File: src/hw/rtl/tdq_pkg.sv
// Shared types and constants of the timed deferral queue.
package tdq_pkg;

    localparam logic [1:0] ACT_SNOOZE   = 2'd0;
    localparam logic [1:0] ACT_TICK     = 2'd1;
    localparam logic [1:0] ACT_WAKE_ALL = 2'd2;

    localparam logic [1:0] KIND_ACCEPTED = 2'd0;
    localparam logic [1:0] KIND_REJECTED = 2'd1;
    localparam logic [1:0] KIND_RELEASED = 2'd2;
    localparam logic [1:0] KIND_NONE     = 2'd3;

    localparam logic [1:0] REG_MIN_DELAY  = 2'd0;
    localparam logic [1:0] REG_MAX_REPORT = 2'd1;

    localparam logic [15:0] MIN_DELAY_RESET  = 16'd1;
    localparam logic [15:0] MAX_REPORT_RESET = 16'd3600;

    localparam int MINUTE_BITS = 16;
    localparam int DELAY_BITS  = MINUTE_BITS + 6;
    localparam int COUNT_FIELD = 5;

    typedef struct packed {
        logic shift;
        logic load;
    } cell_ctrl_t;

endpackage

File: src/hw/rtl/tdq_cell.sv
// One storage cell of the queue chain: a wake time and a tag.
module tdq_cell #(
    parameter int TAG_BITS  = 16,
    parameter int TIME_BITS = 32
) (
    input  logic                  aclk,
    input  tdq_pkg::cell_ctrl_t   ctrl,
    input  logic [TIME_BITS-1:0]  load_wake,
    input  logic [TAG_BITS-1:0]   load_tag,
    input  logic [TIME_BITS-1:0]  nbr_wake,
    input  logic [TAG_BITS-1:0]   nbr_tag,
    output logic [TIME_BITS-1:0]  wake,
    output logic [TAG_BITS-1:0]   tag
);

    logic [TIME_BITS-1:0] wake_reg;
    logic [TAG_BITS-1:0]  tag_reg;

    always_ff @(posedge aclk) begin
        if (ctrl.load) begin
            wake_reg <= load_wake;
            tag_reg  <= load_tag;
        end else if (ctrl.shift) begin
            wake_reg <= nbr_wake;
            tag_reg  <= nbr_tag;
        end
    end

    assign wake = wake_reg;
    assign tag  = tag_reg;

endmodule

File: src/hw/rtl/timed_deferral_queue.sv
// Top level of the timed deferral queue: control, time keeping and the cell chain.
//
//  Channel   Side    Contents
//  s_        in      tuser: action; tdata: handle, minutes
//  m_        out     tuser: kind; tlast: last; tdata: handle, counts, empty, next wake
//  cfg_      in      register index and value, written at once
//
// A snooze passes through the snooze and finish states, then the output transfer. A tick or
// wake-all enters the sweep, where the chain steps its head out once per stored entry, then
// the finish state presents the final result.
// A stalled output holds the sweep whenever a release has to leave the block.
// Synchronous reset clears time and the entry count, restores the config, not the cells.
module timed_deferral_queue #(
    parameter int CAPACITY  = 16,
    parameter int TAG_BITS  = 16,
    parameter int TIME_BITS = 32
) (
    input  logic        aclk,
    input  logic        aresetn,

    input  logic        s_tvalid,
    output logic        s_tready,
    input  logic [1:0]  s_tuser,   // action
    input  logic [31:0] s_tdata,   // handle[15:0], minutes[31:16]

    output logic        m_tvalid,
    input  logic        m_tready,
    output logic [1:0]  m_tuser,   // kind
    output logic        m_tlast,
    // released_handle[15:0], released_count[20:16], held_count[25:21],
    // store_empty[26], next_wake_in[42:27], zero fill[47:43]
    output logic [47:0] m_tdata,

    input  logic        cfg_we,
    input  logic [1:0]  cfg_addr,
    input  logic [15:0] cfg_wdata
);

    localparam int CNT_W = $clog2(CAPACITY + 1);
    localparam int IDX_W = (CAPACITY > 1) ? $clog2(CAPACITY) : 1;

    localparam logic [1:0] ST_IDLE   = 2'd0;
    localparam logic [1:0] ST_SNOOZE = 2'd1;
    localparam logic [1:0] ST_SWEEP  = 2'd2;
    localparam logic [1:0] ST_FINISH = 2'd3;

    logic [1:0]           state_reg, state_next;
    logic [15:0]          min_delay_reg, min_delay_next;
    logic [15:0]          max_report_reg, max_report_next;
    logic [TIME_BITS-1:0] now_reg, now_next;
    logic [CNT_W-1:0]     count_reg, count_next;
    logic [CNT_W-1:0]     steps_reg, steps_next;
    logic [CNT_W-1:0]     rel_reg, rel_next;
    logic                 wake_all_reg, wake_all_next;
    logic                 kept_any_reg, kept_any_next;
    logic                 pend_valid_reg, pend_valid_next;
    logic                 m_tvalid_reg, m_tvalid_next;

    logic [TAG_BITS-1:0]  pend_tag_reg, pend_tag_next;
    logic [TIME_BITS-1:0] min_wake_reg, min_wake_next;
    logic [1:0]           fin_kind_reg, fin_kind_next;
    logic [TAG_BITS-1:0]  handle_reg, handle_next;
    logic [15:0]          minutes_reg, minutes_next;
    logic [1:0]           m_kind_reg, m_kind_next;
    logic                 m_last_reg, m_last_next;
    logic [15:0]          m_handle_reg, m_handle_next;
    logic [4:0]           m_rel_reg, m_rel_next;
    logic [4:0]           m_held_reg, m_held_next;
    logic                 m_empty_reg, m_empty_next;
    logic [15:0]          m_wake_in_reg, m_wake_in_next;

    logic [TIME_BITS-1:0] cell_wake [CAPACITY];
    logic [TAG_BITS-1:0]  cell_tag  [CAPACITY];
    tdq_pkg::cell_ctrl_t  cell_ctrl [CAPACITY];

    logic                 load_en;
    logic [IDX_W-1:0]     load_idx;
    logic [TIME_BITS-1:0] load_wake;
    logic [TAG_BITS-1:0]  load_tag;
    logic                 shift_en;

    logic                 out_free;
    logic [15:0]          snz_minutes;
    logic [tdq_pkg::DELAY_BITS-1:0] snz_delay;
    logic [TIME_BITS:0]   snz_sum;
    logic [TIME_BITS-1:0] snz_wake;
    logic                 head_release;
    logic [TIME_BITS-1:0] wake_diff;
    logic [15:0]          wake_in;

    assign out_free = !m_tvalid_reg || m_tready;
    assign s_tready = (state_reg == ST_IDLE);

    assign snz_minutes = (minutes_reg > min_delay_reg) ? minutes_reg : min_delay_reg;
    assign snz_delay   = {snz_minutes, 6'b0} - {4'b0, snz_minutes, 2'b0};
    assign snz_sum     = (TIME_BITS + 1)'(now_reg) + (TIME_BITS + 1)'(snz_delay);
    assign snz_wake    = snz_sum[TIME_BITS] ? '1 : snz_sum[TIME_BITS-1:0];

    assign head_release = wake_all_reg || (cell_wake[0] <= now_reg);

    assign wake_diff = (min_wake_reg > now_reg) ? (min_wake_reg - now_reg) : '0;
    assign wake_in   = (count_reg == '0) ? 16'd0 :
                       (wake_diff > TIME_BITS'(max_report_reg)) ? max_report_reg :
                       wake_diff[15:0];

    always_comb begin
        state_next      = state_reg;
        min_delay_next  = min_delay_reg;
        max_report_next = max_report_reg;
        now_next        = now_reg;
        count_next      = count_reg;
        steps_next      = steps_reg;
        rel_next        = rel_reg;
        wake_all_next   = wake_all_reg;
        kept_any_next   = kept_any_reg;
        pend_valid_next = pend_valid_reg;
        pend_tag_next   = pend_tag_reg;
        min_wake_next   = min_wake_reg;
        fin_kind_next   = fin_kind_reg;
        handle_next     = handle_reg;
        minutes_next    = minutes_reg;
        m_kind_next     = m_kind_reg;
        m_last_next     = m_last_reg;
        m_handle_next   = m_handle_reg;
        m_rel_next      = m_rel_reg;
        m_held_next     = m_held_reg;
        m_empty_next    = m_empty_reg;
        m_wake_in_next  = m_wake_in_reg;
        m_tvalid_next   = m_tready ? 1'b0 : m_tvalid_reg;
        load_en         = 1'b0;
        load_idx        = count_reg[IDX_W-1:0];
        load_wake       = snz_wake;
        load_tag        = handle_reg;
        shift_en        = 1'b0;

        if (cfg_we) begin
            if (cfg_addr == tdq_pkg::REG_MIN_DELAY) begin
                min_delay_next = cfg_wdata;
            end else if (cfg_addr == tdq_pkg::REG_MAX_REPORT) begin
                max_report_next = cfg_wdata;
            end
        end

        unique case (state_reg)
            ST_IDLE: begin
                if (s_tvalid) begin
                    handle_next     = TAG_BITS'(s_tdata[15:0]);
                    minutes_next    = s_tdata[31:16];
                    rel_next        = '0;
                    steps_next      = count_reg;
                    kept_any_next   = 1'b0;
                    pend_valid_next = 1'b0;
                    wake_all_next   = (s_tuser == tdq_pkg::ACT_WAKE_ALL);
                    if (s_tuser == tdq_pkg::ACT_SNOOZE) begin
                        state_next = ST_SNOOZE;
                    end else if (s_tuser == tdq_pkg::ACT_TICK) begin
                        if (now_reg != '1) begin
                            now_next = now_reg + 1'b1;
                        end
                        state_next = ST_SWEEP;
                    end else if (s_tuser == tdq_pkg::ACT_WAKE_ALL) begin
                        state_next = ST_SWEEP;
                    end else begin
                        fin_kind_next   = tdq_pkg::KIND_NONE;
                        state_next      = ST_FINISH;
                    end
                end
            end
            ST_SNOOZE: begin
                if (count_reg >= CNT_W'(CAPACITY)) begin
                    fin_kind_next = tdq_pkg::KIND_REJECTED;
                end else begin
                    fin_kind_next = tdq_pkg::KIND_ACCEPTED;
                    load_en       = 1'b1;
                    count_next    = count_reg + 1'b1;
                    if (count_reg == '0 || snz_wake < min_wake_reg) begin
                        min_wake_next = snz_wake;
                    end
                end
                state_next = ST_FINISH;
            end
            ST_SWEEP: begin
                if (steps_reg == '0) begin
                    fin_kind_next = pend_valid_reg ? tdq_pkg::KIND_RELEASED
                                                   : tdq_pkg::KIND_NONE;
                    state_next    = ST_FINISH;
                end else if (!head_release || !pend_valid_reg || out_free) begin
                    shift_en   = 1'b1;
                    steps_next = steps_reg - 1'b1;
                    if (head_release) begin
                        if (pend_valid_reg) begin
                            m_tvalid_next  = 1'b1;
                            m_kind_next    = tdq_pkg::KIND_RELEASED;
                            m_last_next    = 1'b0;
                            m_handle_next  = 16'(pend_tag_reg);
                            m_rel_next     = '0;
                            m_held_next    = '0;
                            m_empty_next   = 1'b0;
                            m_wake_in_next = '0;
                        end
                        pend_valid_next = 1'b1;
                        pend_tag_next   = cell_tag[0];
                        count_next      = count_reg - 1'b1;
                        rel_next        = rel_reg + 1'b1;
                    end else begin
                        load_en       = 1'b1;
                        load_idx      = IDX_W'(count_reg - 1'b1);
                        load_wake     = cell_wake[0];
                        load_tag      = cell_tag[0];
                        kept_any_next = 1'b1;
                        if (!kept_any_reg || cell_wake[0] < min_wake_reg) begin
                            min_wake_next = cell_wake[0];
                        end
                    end
                end
            end
            ST_FINISH: begin
                if (out_free) begin
                    m_tvalid_next  = 1'b1;
                    m_kind_next    = fin_kind_reg;
                    m_last_next    = 1'b1;
                    m_handle_next  = (fin_kind_reg == tdq_pkg::KIND_RELEASED)
                                     ? 16'(pend_tag_reg) : 16'd0;
                    m_rel_next     = tdq_pkg::COUNT_FIELD'(rel_reg);
                    m_held_next    = tdq_pkg::COUNT_FIELD'(count_reg);
                    m_empty_next   = (count_reg == '0);
                    m_wake_in_next = wake_in;
                    state_next     = ST_IDLE;
                end
            end
            default: begin
                state_next = ST_IDLE;
            end
        endcase
    end

    always_ff @(posedge aclk) begin
        if (!aresetn) begin
            state_reg      <= ST_IDLE;
            min_delay_reg  <= tdq_pkg::MIN_DELAY_RESET;
            max_report_reg <= tdq_pkg::MAX_REPORT_RESET;
            now_reg        <= '0;
            count_reg      <= '0;
            steps_reg      <= '0;
            rel_reg        <= '0;
            wake_all_reg   <= 1'b0;
            kept_any_reg   <= 1'b0;
            pend_valid_reg <= 1'b0;
            m_tvalid_reg   <= 1'b0;
        end else begin
            state_reg      <= state_next;
            min_delay_reg  <= min_delay_next;
            max_report_reg <= max_report_next;
            now_reg        <= now_next;
            count_reg      <= count_next;
            steps_reg      <= steps_next;
            rel_reg        <= rel_next;
            wake_all_reg   <= wake_all_next;
            kept_any_reg   <= kept_any_next;
            pend_valid_reg <= pend_valid_next;
            m_tvalid_reg   <= m_tvalid_next;
        end
    end

    always_ff @(posedge aclk) begin
        pend_tag_reg  <= pend_tag_next;
        min_wake_reg  <= min_wake_next;
        fin_kind_reg  <= fin_kind_next;
        handle_reg    <= handle_next;
        minutes_reg   <= minutes_next;
        m_kind_reg    <= m_kind_next;
        m_last_reg    <= m_last_next;
        m_handle_reg  <= m_handle_next;
        m_rel_reg     <= m_rel_next;
        m_held_reg    <= m_held_next;
        m_empty_reg   <= m_empty_next;
        m_wake_in_reg <= m_wake_in_next;
    end

    for (genvar i = 0; i < CAPACITY; i++) begin : g_cell
        logic [TIME_BITS-1:0] nbr_wake;
        logic [TAG_BITS-1:0]  nbr_tag;

        if (i == CAPACITY - 1) begin : g_tail
            assign nbr_wake = '0;
            assign nbr_tag  = '0;
        end else begin : g_body
            assign nbr_wake = cell_wake[i+1];
            assign nbr_tag  = cell_tag[i+1];
        end

        assign cell_ctrl[i].shift = shift_en;
        assign cell_ctrl[i].load  = load_en && (load_idx == IDX_W'(i));

        tdq_cell #(
            .TAG_BITS  (TAG_BITS),
            .TIME_BITS (TIME_BITS)
        ) u_cell (
            .aclk      (aclk),
            .ctrl      (cell_ctrl[i]),
            .load_wake (load_wake),
            .load_tag  (load_tag),
            .nbr_wake  (nbr_wake),
            .nbr_tag   (nbr_tag),
            .wake      (cell_wake[i]),
            .tag       (cell_tag[i])
        );
    end

    assign m_tvalid = m_tvalid_reg;
    assign m_tuser  = m_kind_reg;
    assign m_tlast  = m_last_reg;
    assign m_tdata  = {5'b0, m_wake_in_reg, m_empty_reg, m_held_reg, m_rel_reg, m_handle_reg};

    a_count_bound: assert property (@(posedge aclk) disable iff (!aresetn)
        count_reg <= CNT_W'(CAPACITY))
        else $error("entry count exceeds capacity");

    a_steps_bound: assert property (@(posedge aclk) disable iff (!aresetn)
        (state_reg == ST_SWEEP) |-> (steps_reg <= count_reg))
        else $error("sweep steps exceed stored entries");

    a_rel_held: assert property (@(posedge aclk) disable iff (!aresetn)
        ((CNT_W + 1)'(rel_reg) + (CNT_W + 1)'(count_reg)) <= (CNT_W + 1)'(CAPACITY))
        else $error("released plus held entries exceed capacity");

    a_finish_last: assert property (@(posedge aclk) disable iff (!aresetn)
        (state_reg == ST_FINISH && out_free) |=> (m_tvalid_reg && m_last_reg))
        else $error("final result not presented with last set");

endmodule
File: config.mk
export PLATFORM = sky130hd
export DESIGN_NAME = timed_deferral_queue
export DESIGN_NICKNAME = d
export VERILOG_FILES = /design/src/hw/rtl/tdq_pkg.sv /design/src/hw/rtl/tdq_cell.sv /design/src/hw/rtl/timed_deferral_queue.sv
export SDC_FILE = /design/constraint.sdc
export NUM_CORES = 2
export LEC_CHECK = 0
export BUFFER_PORTS_ARGS = -buffer_cell sky130_fd_sc_hd__buf_2
export CAP_MARGIN = 0
export CORE_AREA = 2 2 274 276
export CTS_CLUSTER_SIZE = 14
export DETAILED_ROUTE_END_ITERATION = 12
export DIE_AREA = 0 0 276 278
export PLACE_DENSITY = 0.82
export SLEW_MARGIN = 5
export SYNTH_ARGS = -nofsm -noshare
export SYNTH_HDL_FRONTEND = slang
export SYNTH_SLANG_ARGS = --single-unit
File: constraint.sdc
create_clock -name aclk -period 22.1 [get_ports aclk]
set_input_delay 1.105 -clock aclk [delete_from_list [all_inputs] [get_ports aclk]]
set_output_delay 1.105 -clock aclk [all_outputs]
set_load 0.03 [all_outputs]
==> results.sh <==
export IMPL_worst_path_max_fanout=32
export IMPL_critPathBufInv=4
export IMPL_worstPathRequired_ns=22.36
export IMPL_maxCapViolCount=0
export IMPL_min_period_ns=10.52
export IMPL_slew_violations=0
export IMPL_hold_path_class="reg2reg"
export IMPL_worst_r2r_setup_slack_ns=11.58
export IMPL_grt_ovfl_total=0
export IMPL_clockRootBuffer="clkbuf_16"
export IMPL_synth_flop_cell="edfxtp_1"
export IMPL_insertion_delay_ns=0.67
export IMPL_postSynthAreaPerCell_um2=13.4
export IMPL_die_w_um=276
export IMPL_cp_slowest_cell="a21oi_4"
export IMPL_start_util_pct=67.2
export IMPL_drt_total_wl_um=111000
export IMPL_antenna_found_initial=0
export IMPL_fin_cells=4816
export IMPL_ctsHoldBuffers=0
export IMPL_yosys_warnings=0
export IMPL_num_rows=100
export IMPL_p_seq_share_pct=39.8
export IMPL_grt_usage_pct=29.1
export IMPL_pin_count=110
export IMPL_worstHoldStart="g_cell[0].u_cell.tag[11]"
export IMPL_violations="design-rule violations"
export IMPL_power_density_nw_per_um2=130
export IMPL_wl_per_cell_um=23.1
export IMPL_switchingPower_mw=2.53
export IMPL_htreeDepth=3
export IMPL_worst_endpoint_arrival_ns=10.77
export IMPL_worst_slack_ns=11.58
export IMPL_ys_async_sr_fraction_pct=0
export IMPL_yosysSeqAreaShare_pct=57.7
export IMPL_critPathTopFamily="compound AO/OA/AOI/OAI gates"
export IMPL_synth_top_area_share_pct=54.3
export IMPL_die_y_um=278
export IMPL_maxClockFrequency_mhz=95.1
export IMPL_grt_pass1_wl_um=175000
export IMPL_final_nets=4024
export IMPL_setup_viol=0
export IMPL_first_iter_violations=2745
export IMPL_outcome="complete, but fails checks"
export IMPL_cts_buffers=100
export IMPL_cts_resized=0
export IMPL_cts_sinks=981
export IMPL_r2r_cells=33
export IMPL_min_to="pend_tag_reg[11]"
export IMPL_synthCells=3700
export IMPL_grt_pass1_vias=30300
export IMPL_dr_pass1_iters=9
export IMPL_cpPeakStageDelay_ns=0.96
export IMPL_area_delta_synth_final_pct=9.45
export IMPL_route_detailed_drc=8
export IMPL_combPwrFrac_pct=36.0
export IMPL_final_cell_mix="edfxtp_1, mux2_2, nand2_1"
export IMPL_leakagePower_nw=19.8
export IMPL_final_area_um2=54300
export IMPL_layout_commonest_cell="edfxtp_1"
export IMPL_startpoint_type="register"
export IMPL_clock_skew_ns=0.0335
export IMPL_via_per_inst=6.24
export IMPL_maxSlewHeadroom_pct=17.5
export IMPL_post_place_ws_ns=11.79
export IMPL_place_area_um2=50900
export IMPL_largest_reg_flops=512
export IMPL_post_route_util_pct=73.5
export IMPL_tns_ns=0
export IMPL_synth_edf_count=896
export IMPL_syn_area_um2=49600
export IMPL_postRouteAntennaNets=0
export IMPL_endpoint_kind="register"
export IMPL_clockBufferDepth=3
export IMPL_num_vias=30100
export IMPL_final_hold_viol_count=0
export IMPL_path_common_cell="ha_1"
export IMPL_switching_share_pct=35.8
export IMPL_dp_hpwl_um=76300
export IMPL_drive_above_1_share_pct=30.2
export IMPL_cts_clk_slew_worst_paths_ns=0.06
export IMPL_port_buffers=104
export IMPL_r2r_end="min_wake_reg[7]"
export IMPL_num_antenna_cells=0
export IMPL_cts_setup_buffers=0
export IMPL_globalplace_congestion=0.990
export IMPL_period_share_pct=47.6
export IMPL_coreArea_um2=73800
export IMPL_ys_ff_latch=981
export IMPL_ys_types=87
export IMPL_dieArea_um2=76700
export IMPL_cts_tree="built"
export IMPL_irDropWorstVdd_mv=0.0852
export IMPL_critPathKind="reg2reg"
export IMPL_r2r_start="min_delay_reg[7]"
export IMPL_intPower_mw=4.53
export IMPL_post_synth_main_area_contributors="edfxtp_1, mux2_2, ha_1"
export IMPL_total_power_mw=7.06
export IMPL_tightest_slew_ns=1.23
export IMPL_grt_max_degree=70
export IMPL_rsz0062_at_grt="false"
export IMPL_power_frac_clock_pct=24.2
export IMPL_dp_cells=4628
export IMPL_synth_top_area_cell="edfxtp_1"
export IMPL_min_path_cells=0
export IMPL_fin_hold_ws_ns=0.448
-- worst max path at each step --
stage	startpoint	endpoint	slack (ns)	depth (start not counted)
floorplan	minutes_reg[7]	min_wake_reg[0]	11.83	39
global placement	minutes_reg[1]	min_wake_reg[28]	12.08	33
detailed placement	min_delay_reg[7]	min_wake_reg[1]	11.79	33
CTS	min_delay_reg[7]	min_wake_reg[5]	11.68	33
global route	minutes_reg[1]	min_wake_reg[7]	10.76	33
finish	min_delay_reg[7]	min_wake_reg[7]	11.58	33
-- cells by family after synthesis --
kind of cell,share of synthesized area [%]
AOI/OAI and AO/OA,6.07
xor gates and xnor gates,1.71
adders and majority gates,5.25
buffers and inverters,3.21
DFF,57.7
muxes,18.3
other,0.00756
and+or+nand+nor,7.75
-- Yosys cell counts (all sizes together) (10+ instances only) --
cell / count
edfxtp: 896
mux2: 763
nand2: 284
ha: 204
nor2: 180
inv: 149
a21oi: 146
buf: 126
dfxtp: 85
clkbuf: 82
xnor2: 72
o21ai: 63
a21o: 62
and2: 56
nand3: 46
and3: 43
nor3: 40
a31oi: 39
nand4: 39
mux2i: 36
xor2: 25
o211ai: 22
or3: 21
a211oi: 19
nor2b: 19
nand2b: 18
nor4: 18
a21boi: 14
o21bai: 12
o21a: 10
or2: 10
-- layout make-up --
class	instances	area, µm²
multi-input combinational	2366	19600
sequential	981	28600
timing repair buffer	163	963
inverter	149	559
fill	4722	19600
clock buffer	119	2650
tap	969	1210
clock inverter	69	702
-- power groups by stage --
| stage | registers (mW) | clock network [mW] | logic, mW |
|---|---|---|---|
| finish | 2.80 | 1.71 | 2.54 |
| global route | 2.84 | 1.80 | 2.78 |
| CTS | 2.80 | 1.73 | 2.52 |
| detailed placement | 2.84 | 0 | 2.49 |
| global placement | 2.82 | 0 | 2.44 |
| floorplan | 2.79 | 0 | 1.75 |
-- layer usage --
| layer | share of wire [%] | GRT usage [%] | wire (µm) |
|---|---|---|---|
| met5 | 0 | 0 | 0 |
| met4 | 3.0 | 9.44 | 3370 |
| met3 | 5.9 | 4.15 | 6570 |
| met2 | 48 | 49.0 | 53900 |
| met1 | 43 | 39.5 | 47400 |
-- worst register-to-register path: cells and delay by family (launching register included) --
kind	cells	cell delay, ns
AND/OR/NAND/NOR	10	2.45
multiplexers	1	0.47
adder cells (fa/ha/maj)	4	1.24
buffers and inverters	4	1.00
flip-flops	1	0.42
AO/OA/AOI/OAI	14	4.55
(Power assumes the default switching activity.)
